### src/sv/iim_pkg.sv
// Package for the interval insert-and-merge block.
// Holds the coordinate width and the beat and table entry types.
// No dependencies.
package iim_pkg;

  localparam int COORD_WIDTH = 32;

  typedef logic signed [COORD_WIDTH-1:0] coord_t;

  // One input beat: the range to insert.
  typedef struct packed {
    coord_t new_begin;
    coord_t new_end;
  } in_item_t;

  // One output beat: one stored range of the emitted table.
  typedef struct packed {
    coord_t out_begin;
    coord_t out_end;
    logic   last_range;
    logic   overflow;
  } out_item_t;

  // One table entry, low and high endpoint.
  typedef struct packed {
    coord_t lo;
    coord_t hi;
  } range_t;

endpackage

### src/sv/iim_table.sv
// Range table storage for the interval insert-and-merge block.
// One write port and one read port with registered read data.
// Depends on iim_pkg for the entry type.
module iim_table #(
  parameter int DEPTH = 16
) (
  input  logic                       clk,
  input  logic                       wr_en,
  input  logic [$clog2(DEPTH)-1:0]   wr_addr,
  input  iim_pkg::range_t            wr_data,
  input  logic                       rd_en,
  input  logic [$clog2(DEPTH)-1:0]   rd_addr,
  output iim_pkg::range_t            rd_data
);

  iim_pkg::range_t mem [DEPTH];

  always_ff @(posedge clk) begin
    if (wr_en) begin
      mem[wr_addr] <= wr_data;
    end
    if (rd_en) begin
      rd_data <= mem[rd_addr];
    end
  end

endmodule

### src/sv/interval_insert_merge.sv
// Top level of the interval insert-and-merge block.
// Depends on iim_pkg (types) and iim_table (range storage).
//
// Usage:
//   The block holds up to MAX_RANGES disjoint closed ranges and starts empty.
//   Each beat on the input channel (in_valid/in_ready, payload in_data) is a
//   new range; a reversed range is swapped so that begin never exceeds end.
//   Every stored range that overlaps or touches it is absorbed into it, the
//   survivors keep their order and the merged range goes after them. The
//   whole table then leaves on the output channel (out_valid/out_ready,
//   payload out_data), one beat per range, with last_range on the final beat.
//   If the table is full and nothing merges, the new range is dropped and
//   every beat of that table carries overflow.
//
// Sequence:
//   With N ranges stored before the insert and M after it, the sequencer
//   accepts the item in ST_IDLE, scans the N entries in ST_SCAN (one entry
//   per cycle through the single read port and one shared compare unit),
//   appends in ST_APPEND, starts the readback in ST_EMIT_START and emits
//   the M ranges in ST_EMIT. The input is ready only while the sequencer is
//   idle; the final result may still sit in the output register when the
//   next item is accepted.
//   A receiver stall freezes the readback; nothing is lost or repeated.
//   Reset empties the table and drops any pending output beat.
module interval_insert_merge #(
  parameter int MAX_RANGES = 16
) (
  input  logic                clk,
  input  logic                rst,
  input  logic                in_valid,
  output logic                in_ready,
  input  iim_pkg::in_item_t   in_data,
  output logic                out_valid,
  input  logic                out_ready,
  output iim_pkg::out_item_t  out_data
);

  localparam int IDX_W = $clog2(MAX_RANGES);
  localparam int CNT_W = $clog2(MAX_RANGES + 1);
  localparam logic [CNT_W-1:0] CNT_MAX = CNT_W'(MAX_RANGES);

  typedef enum logic [2:0] {
    ST_IDLE,
    ST_SCAN,
    ST_APPEND,
    ST_EMIT_START,
    ST_EMIT
  } state_t;

  state_t             state;
  logic [CNT_W-1:0]   range_count;
  logic [CNT_W-1:0]   kept;
  logic [CNT_W-1:0]   proc_idx;
  logic [CNT_W-1:0]   emit_idx;
  logic               merged;
  logic               overflow_flag;
  iim_pkg::coord_t    nb;
  iim_pkg::coord_t    ne;

  // Table port signals.
  logic               rd_en;
  logic [IDX_W-1:0]   rd_addr;
  iim_pkg::range_t    rd_data;
  logic               wr_en;
  logic [IDX_W-1:0]   wr_addr;
  iim_pkg::range_t    wr_data;

  logic               disjoint;
  logic [CNT_W-1:0]   proc_next;
  logic [CNT_W-1:0]   emit_next;
  logic               emit_last;
  logic               append_drop;
  logic               out_free;
  logic               out_load;

  iim_table #(
    .DEPTH (MAX_RANGES)
  ) u_table (
    .clk     (clk),
    .wr_en   (wr_en),
    .wr_addr (wr_addr),
    .wr_data (wr_data),
    .rd_en   (rd_en),
    .rd_addr (rd_addr),
    .rd_data (rd_data)
  );

  assign in_ready = (state == ST_IDLE);

  // The shared compare unit: the entry read last cycle against the growing
  // merged range. Touching endpoints count as overlap.
  assign disjoint    = (rd_data.lo > ne) || (rd_data.hi < nb);
  assign proc_next   = proc_idx + 1'b1;
  assign emit_next   = emit_idx + 1'b1;
  assign emit_last   = (emit_idx == range_count - 1'b1);
  assign append_drop = !merged && (range_count == CNT_MAX);
  assign out_free    = !out_valid || out_ready;
  // The output register takes a new beat whenever the readback may advance.
  assign out_load    = (state == ST_EMIT) && out_free;

  // Table control. Survivors are compacted in place: the write index never
  // passes the read index, so no entry is overwritten before it is read.
  always_comb begin
    rd_en   = 1'b0;
    rd_addr = '0;
    wr_en   = 1'b0;
    wr_addr = kept[IDX_W-1:0];
    wr_data = '{lo: nb, hi: ne};
    case (state)
      ST_IDLE: begin
        if (in_valid && (range_count != '0)) begin
          rd_en = 1'b1;
        end
      end
      ST_SCAN: begin
        if (disjoint) begin
          wr_en   = 1'b1;
          wr_data = rd_data;
        end
        if (proc_next < range_count) begin
          rd_en   = 1'b1;
          rd_addr = proc_next[IDX_W-1:0];
        end
      end
      ST_APPEND: begin
        wr_en = !append_drop;
      end
      ST_EMIT_START: begin
        rd_en = 1'b1;
      end
      ST_EMIT: begin
        if (out_free && !emit_last) begin
          rd_en   = 1'b1;
          rd_addr = emit_next[IDX_W-1:0];
        end
      end
      default: begin
        rd_en = 1'b0;
      end
    endcase
  end

  always_ff @(posedge clk) begin
    if (rst) begin
      state         <= ST_IDLE;
      range_count   <= '0;
      kept          <= '0;
      proc_idx      <= '0;
      emit_idx      <= '0;
      merged        <= 1'b0;
      overflow_flag <= 1'b0;
      out_valid     <= 1'b0;
    end else begin
      if (out_load) begin
        out_valid <= 1'b1;
      end else if (out_ready) begin
        out_valid <= 1'b0;
      end
      case (state)
        ST_IDLE: begin
          if (in_valid) begin
            // A reversed range is swapped on the way in.
            if (in_data.new_end < in_data.new_begin) begin
              nb <= in_data.new_end;
              ne <= in_data.new_begin;
            end else begin
              nb <= in_data.new_begin;
              ne <= in_data.new_end;
            end
            merged   <= 1'b0;
            kept     <= '0;
            proc_idx <= '0;
            state    <= (range_count == '0) ? ST_APPEND : ST_SCAN;
          end
        end
        ST_SCAN: begin
          if (disjoint) begin
            kept <= kept + 1'b1;
          end else begin
            merged <= 1'b1;
            if (rd_data.lo < nb) begin
              nb <= rd_data.lo;
            end
            if (rd_data.hi > ne) begin
              ne <= rd_data.hi;
            end
          end
          proc_idx <= proc_next;
          if (proc_next == range_count) begin
            state <= ST_APPEND;
          end
        end
        ST_APPEND: begin
          overflow_flag <= append_drop;
          if (!append_drop) begin
            range_count <= kept + 1'b1;
          end
          state <= ST_EMIT_START;
        end
        ST_EMIT_START: begin
          emit_idx <= '0;
          state    <= ST_EMIT;
        end
        ST_EMIT: begin
          if (out_free) begin
            out_data <= '{out_begin:  rd_data.lo,
                          out_end:    rd_data.hi,
                          last_range: emit_last,
                          overflow:   overflow_flag};
            if (emit_last) begin
              state <= ST_IDLE;
            end else begin
              emit_idx <= emit_next;
            end
          end
        end
        default: begin
          state <= ST_IDLE;
        end
      endcase
    end
  end

endmodule

### config.mk
export PLATFORM = sky130hd
export DESIGN_NAME = interval_insert_merge
export DESIGN_NICKNAME = d
export VERILOG_FILES = /design/src/sv/iim_pkg.sv /design/src/sv/iim_table.sv /design/src/sv/interval_insert_merge.sv
export SDC_FILE = /design/constraint.sdc
export NUM_CORES = 2
export LEC_CHECK = 0
export ABC_AREA = 1
export BUFFER_PORTS_ARGS = -buffer_cell sky130_fd_sc_hd__buf_2
export CAP_MARGIN = 20
export CORE_UTILIZATION = 45
export DETAILED_ROUTE_END_ITERATION = 8
export PLACE_DENSITY_LB_ADDON = 0.1
export SLEW_MARGIN = 10
export SYNTH_ARGS = -nofsm -noshare
export SYNTH_HDL_FRONTEND = slang
export SYNTH_SLANG_ARGS = --single-unit
### constraint.sdc
create_clock -name clk -period 7.3 [get_ports clk]
set_clock_uncertainty 0.15 [all_clocks]
set_input_delay 0.73 -clock clk [delete_from_list [all_inputs] [get_ports clk]]
set_output_delay 0.73 -clock clk [all_outputs]
set_load 0.02 [all_outputs]
* Yosys cells after proc, flatten, opt, wreduce, memory -nomap -nowiden
Memories as Yosys holds them, arrays and structs flattened. A register that Yosys moved wholly into a read port is not among the register bits.
Cells that the tools add are included.
** Storage, ports and cells
- Register bits after elaboration :: 156
- Memory bits (writable) :: 1024
- Output and inout port bits :: 68
- Memories :: 1
** Memories
- u_table.mem :: words 16, bits a word 64, rd ports 1, clocked after memory_dff 1, write ports 1, line iim_table.sv:16 : iim_pkg::range_t mem [DEPTH];
** Cells by class
- Add/sub/neg operators :: 4
- $lt $le $gt $ge :: 6
- Eq/ne operators :: 16
- Mux-type cells :: 41
- Bitwise logic cells :: 2
- Reduce and logical (&&, ||, !) cells :: 25
** Operators with widths (count)
- 32-bit two-way mux :: 8
- 64-bit two-way mux :: 2
- 32-bit one-hot mux with 2 select lines :: 2
- 32-bit < comparator :: 3
- 32-bit greater-than comparator :: 2
- 5-bit one-hot mux with 2 select lines :: 3
- 5-bit two-way mux :: 4
- 2-bit inequality test (second input constant) :: 9
- 5-bit by 1-bit adder with 5-bit output (second input constant) :: 3
- 3-bit one-hot mux with 5 select lines :: 1
- 3-bit two-way mux :: 4
- 3-bit AND reduction :: 4
- 5-bit equality test :: 2
- 1-bit two-way mux :: 10
- 5-bit AND reduction :: 2
- 4-bit two-way mux :: 2
- 4-bit one-hot mux with 2 select lines :: 1
- 3-bit by 2-bit equality test with 1-bit output (second input constant) :: 2
- 2-bit nonzero test :: 3
- 5-bit equality test (second input constant) :: 1
- 5-bit logical NOT :: 1
- 5-bit < comparator :: 1
- 5-bit nonzero test :: 1
- 5-bit by 1-bit subtractor with 5-bit output (second input constant) :: 1
- 12 further kinds :: 22

* Longest topological paths before layout
- Word-level depth :: 6
- Gate-level depth with buffers :: 21
- Mapped depth without buffers :: 20

* By module
A second synthesis with hierarchy kept.
** Unflattened totals
- Cells, all modules :: 5725
- Area total of the unflattened synthesis :: 57722.9 um^2
** Modules (own cells, without submodules)
- iim_table :: instances 1, cells an instance 4210, area an instance 45926.5 um^2
- interval_insert_merge :: instances 1, cells an instance 1515, area an instance 11796.3 um^2

* Worst setup path after synthesis
Ideal clock, no wire load.
- Path kind :: register to register
- Start point :: register u_table.rd_data[63] (netlist name)
- End point :: memory u_table.mem[15][0] (netlist bit) (enable)
- Setup time :: 507 ps
- Arrival time :: 5061 ps
- Required time :: 6643 ps
- Path slack :: 1582 ps
- Cell stages (with the launch flop) :: 13
- Buffers on the path :: 1
- Period minus slack after synthesis :: 5718 ps
- Cells stage by stage :: edfxtp_1 ha_1 nand2_1 nor2_1 nand2_1 nor3b_1 nand2_1 nand3_1 nand3_1 nand2_1 nand2_2 buf_2 a21oi_1
** On the way
- Word-level cells in the longest chain between the ends :: 6
** Ends and longest elaborated chain
- 32-bit greater-than comparator :: line interval_insert_merge.sv:92 : assign disjoint = (rd_data.lo > ne) || (rd_data.hi < nb);
- 1-bit logical OR :: line interval_insert_merge.sv:92
- 1-bit two-way mux :: line interval_insert_merge.sv:116 : if (disjoint) begin
- 1-bit one-hot mux with 2 select lines :: line interval_insert_merge.sv:109 : case (state)
- 1-bit two-way mux :: line iim_table.sv:19 : if (wr_en) begin
- 1-bit two-way mux (not written as such) :: line iim_table.sv:20 : mem[wr_addr] <= wr_data;
- end, declared :: line iim_table.sv:16
Every way passes these cells.

* Final worst setup path
- Start point :: register u_table.rd_data[45] (netlist name)
- End point :: memory u_table.mem[14][36] (netlist bit) (enable)
** On the way
- Word-level cells in the longest chain between the ends :: 6
** Ends and longest elaborated chain (line)
- 32-bit greater-than comparator :: interval_insert_merge.sv:92
- 1-bit logical OR :: interval_insert_merge.sv:92
- 1-bit two-way mux :: interval_insert_merge.sv:116
- 1-bit one-hot mux with 2 select lines :: interval_insert_merge.sv:109
- 1-bit two-way mux :: iim_table.sv:19
- 1-bit two-way mux (not written as such) :: iim_table.sv:20
Every way passes these cells.

==> impl_results.md <==
- Outcome: finished, final reports clean
- Total negative slack: 0 ns
- Ys flop type: edfxtp_1
- Wirelength per Cell: 24.5 um
- Worst reg2reg startpoint: u_table.rd_data[45]
- Final hold violation count: 0
- Largest net degree at the start of global routing: 175
- Nets: ~5,900
- R2R Path End: u_table.mem[14][36]
- Clk buf depth: 3
- Gr ovfl total: 0
- First-pass GRT wire length: 267 mm
- Stages on worst setup path: 14
- Dominant cells by area after synthesis: edfxtp_1 63%, nand3_1 10%, nand2_1 7.6%
- Vias: 41,300
- Buf/Inv on CP: 1
- Final antenna-violating net count: 0
- CP delay by family, top: simple AND/OR/NAND/NOR gates
- Final setup viols: 0
- Yosys warns: 0
- First DRT Iteration DRCs: 4,628
- Port Buf Inserts: 135
- Cell Area, Synth: ~58,000 um^2
- Die W: ~360 um
- Final Max Tran Viols: 0
- GR met1 Demand/Resource: 40.4%
- P_leak: 26.7 nW
- Share of the synthesized area in the top cell type: 62.6%
- Initial antenna violation count: 1
- DRC violations left: 0
- Clock slew at reported path FFs: 0.06 ns
- Fmax: 190 MHz
- Dpl hpwl: 101 mm
- Htree depth: 4
- Initial Utilization: 45.6%
- Router iterations before antenna repair: 6
- R2R depth: 14
- GRT Total Usage: 27.8%
- Critical path arrival: between 5 and 6 ns
- Worst Setup SP: u_table.rd_data[45]
- Post-synth net total: 5,839
- Core area: ~130,000 um^2
- Vias per cell: 5.52
- Layout cells sized above 1: under 10%
- Period utilization: 72.3%
- Avg Inst Size Synth: ~10 um^2
- Worst slew pin tran: between 1 and 1.5 ns
- Most used cell along the critical path: nand2_1
- Critical path's slowest cell: nor2_4
- Startpoint Class: register
- CP cell instances: ha_1 > nand2_1 > nor3_1 > nand2_1 > nand2_1 > nand2_1 > nand3_1 > nand3_1 > nand2_4 > nand2_4 > nand2_1 > nand2_1 > nor2_4 > buf_4
- Rows: 131
- Gate Count Post-Synth: 5,602
- Met2 Usage GRT: 42.5%
- GRT met3 Usage: 3.95%
- Postcts setup bufs: 0
- Period minus WS final: 5.28 ns
- Async S/R FF share, synth: 0%
- Die area: 131,000 um^2
- Final WL: ~180 mm
- CP Class: reg2reg
- EDFF count, synth: 1,218
- Rel. slew slack: approximately 26%
- Die height: roughly 360 um
- Crit end category: register
- Fillers: 11,500
- Worst-skew pair later-pin latency: 0.79 ns
- GP Congestion: around 0.88
- CTS buffer count: 139
- #FFs+latches synth: 1,244
- RSZ-0062 raised after global routing: false
- Slowest stage delay, CP: 0.76 ns
- Synth area leader: edfxtp_1
- CTS tree: built
- Clk root buf: clkbuf_16
- Vias in the first global route: about 39,000
- Seq/Total Area, Yosys: 63.5%
- Synthesis-to-finish area growth: 11.9%
- Cells resized by post-CTS repair: 0
- Clock sink count: 1,244
- Ports: 136
- Max-cap check violation count: 0
- R2R Setup Slk: between 2 and 2.5 ns
- Crit path required time: 7.54 ns
- Hold/Removal Path Class: in2reg
- Power per cell area: between 300 and 400 nW/um^2
- Post-synth cell types: 40
- Hold Slack: 0.120 ns
- Worst Setup EP: u_table.mem[14][36]
- Hold Buf Count CTS: 0
- VDD IR-drop max: 0.000324 V
- Worst Path Max Fanout: 27
- Busiest grt layer: met2
[power by group]
part | switching [mW] | internal (mW) | total (mW)
Sequential | 0.792 | 10.0 | 10.8
Clock | 2.91 | 3.90 | 6.81
Combinational | 5.64 | 1.84 | 7.48
Total | 9.34 | 15.8 | 25.1
[layout by cell type (no fill, tap or decap), types with 18 or more instances in the layout]
master,n
edfxtp_1,1218
nand3_1,1181
nand2_1,1178
inv_1,894
nand3b_1,321
ha_1,169
clkbuf_16,142
buf_2,135
a21oi_1,105
buf_4,63
nor2_1,53
clkbuf_1,40
o21ai_0,39
clkinv_1,28
dfxtp_1,26
buf_12,25
nor2_4,18
[tightest hold or removal path, stage by stage]
cell and delay (ns):
buf_2 0.08, nor2_1 0.05, nor2_1 0.10, nor2_1 0.04
[layer usage]
metal  up-vias  wire, um
li1      19000         -
met1     20300     82300
met2      1733     81100
met3       293     13800
met4         2      6340
met5         -        13
[stage by stage]
stage               setup WS (ns)  instances  total power, mW  util [%]  area [um^2]
finish                       2.02       7494             25.1      51.0        65400
global route                 1.96       7492             26.2      51.0        65400
CTS                          2.23       7489             25.1      50.9        65300
detailed placement           2.27       7240             18.3      47.5        60900
global placement             2.23       7239             18.2      47.5        60900
floorplan                    1.58       5602             15.1         -        58400
[state kept, by name, summed over array words and instances (netlist names), 3 cells and up]
name             count
range_count          5
state                3
emit_idx             5
u_table.mem       1024
u_table.rd_data     64
kept                 5
ne                  32
out_data            66
nb                  32
proc_idx             5
[worst min path at each step]
stage / startpoint / endpoint / slack (ns) / cells past startpoint
2_1_floorplan: overflow_flag / out_data[0] / 0.25 / 0
3_3_place_gp: emit_idx[4] / emit_idx[4] / 0.28 / 1
3_5_place_dp: emit_idx[4] / emit_idx[4] / 0.28 / 1
4_1_cts: out_ready / out_valid / 0.07 / 4
5_1_grt: out_ready / out_valid / 0.14 / 4
6_report: out_ready / out_valid / 0.12 / 4
[final cells by class]
| type | count | area, um^2 | share of cell area [%] |
|---|---|---|---|
| multi-input cells | 3144 | 16600 | 25.5 |
| diodes | 2 | 5.00 | 0.00766 |
| flip-flops and latches | 1244 | 37100 | 56.8 |
| well taps | 1729 | 2160 | 3.31 |
| repair buffers | 225 | 1700 | 2.61 |
| inverters | 901 | 3400 | 5.21 |
| clock buffers | 185 | 3740 | 5.73 |
| clock inverters | 64 | 607 | 0.928 |
[synthesized netlist by cell type (2+ instances only)]
master	n
nand3_1	1181
o211ai_1	4
or2_0	2
o21ai_2	2
nor3_1	9
o21a_1	11
and2_1	2
buf_2	230
nand3b_1	321
nor2_1	70
o21ai_0	40
clkbuf_1	56
nand2_2	2
nand2_1	1182
inv_1	894
xnor2_1	3
buf_4	15
ha_1	169
edfxtp_1	1218
nand4_1	14
a21oi_1	107
buf_1	11
xor2_1	8
inv_2	6
nor4_1	4
a31oi_1	2
dfxtp_1	26
[kinds of logic after synthesis]
group                    Yosys count  synth area share (%)
adder cells (fa/ha/maj)          169                  3.62
AND/OR/NAND/NOR                 2793                  22.7
buffers and inverters           1214                  8.40
XOR/XNOR                          11                 0.165
flip-flops                      1244                  63.5
AO/OA/AOI/OAI                    171                  1.58
Note: power is estimated with default switching activity, not from simulation.
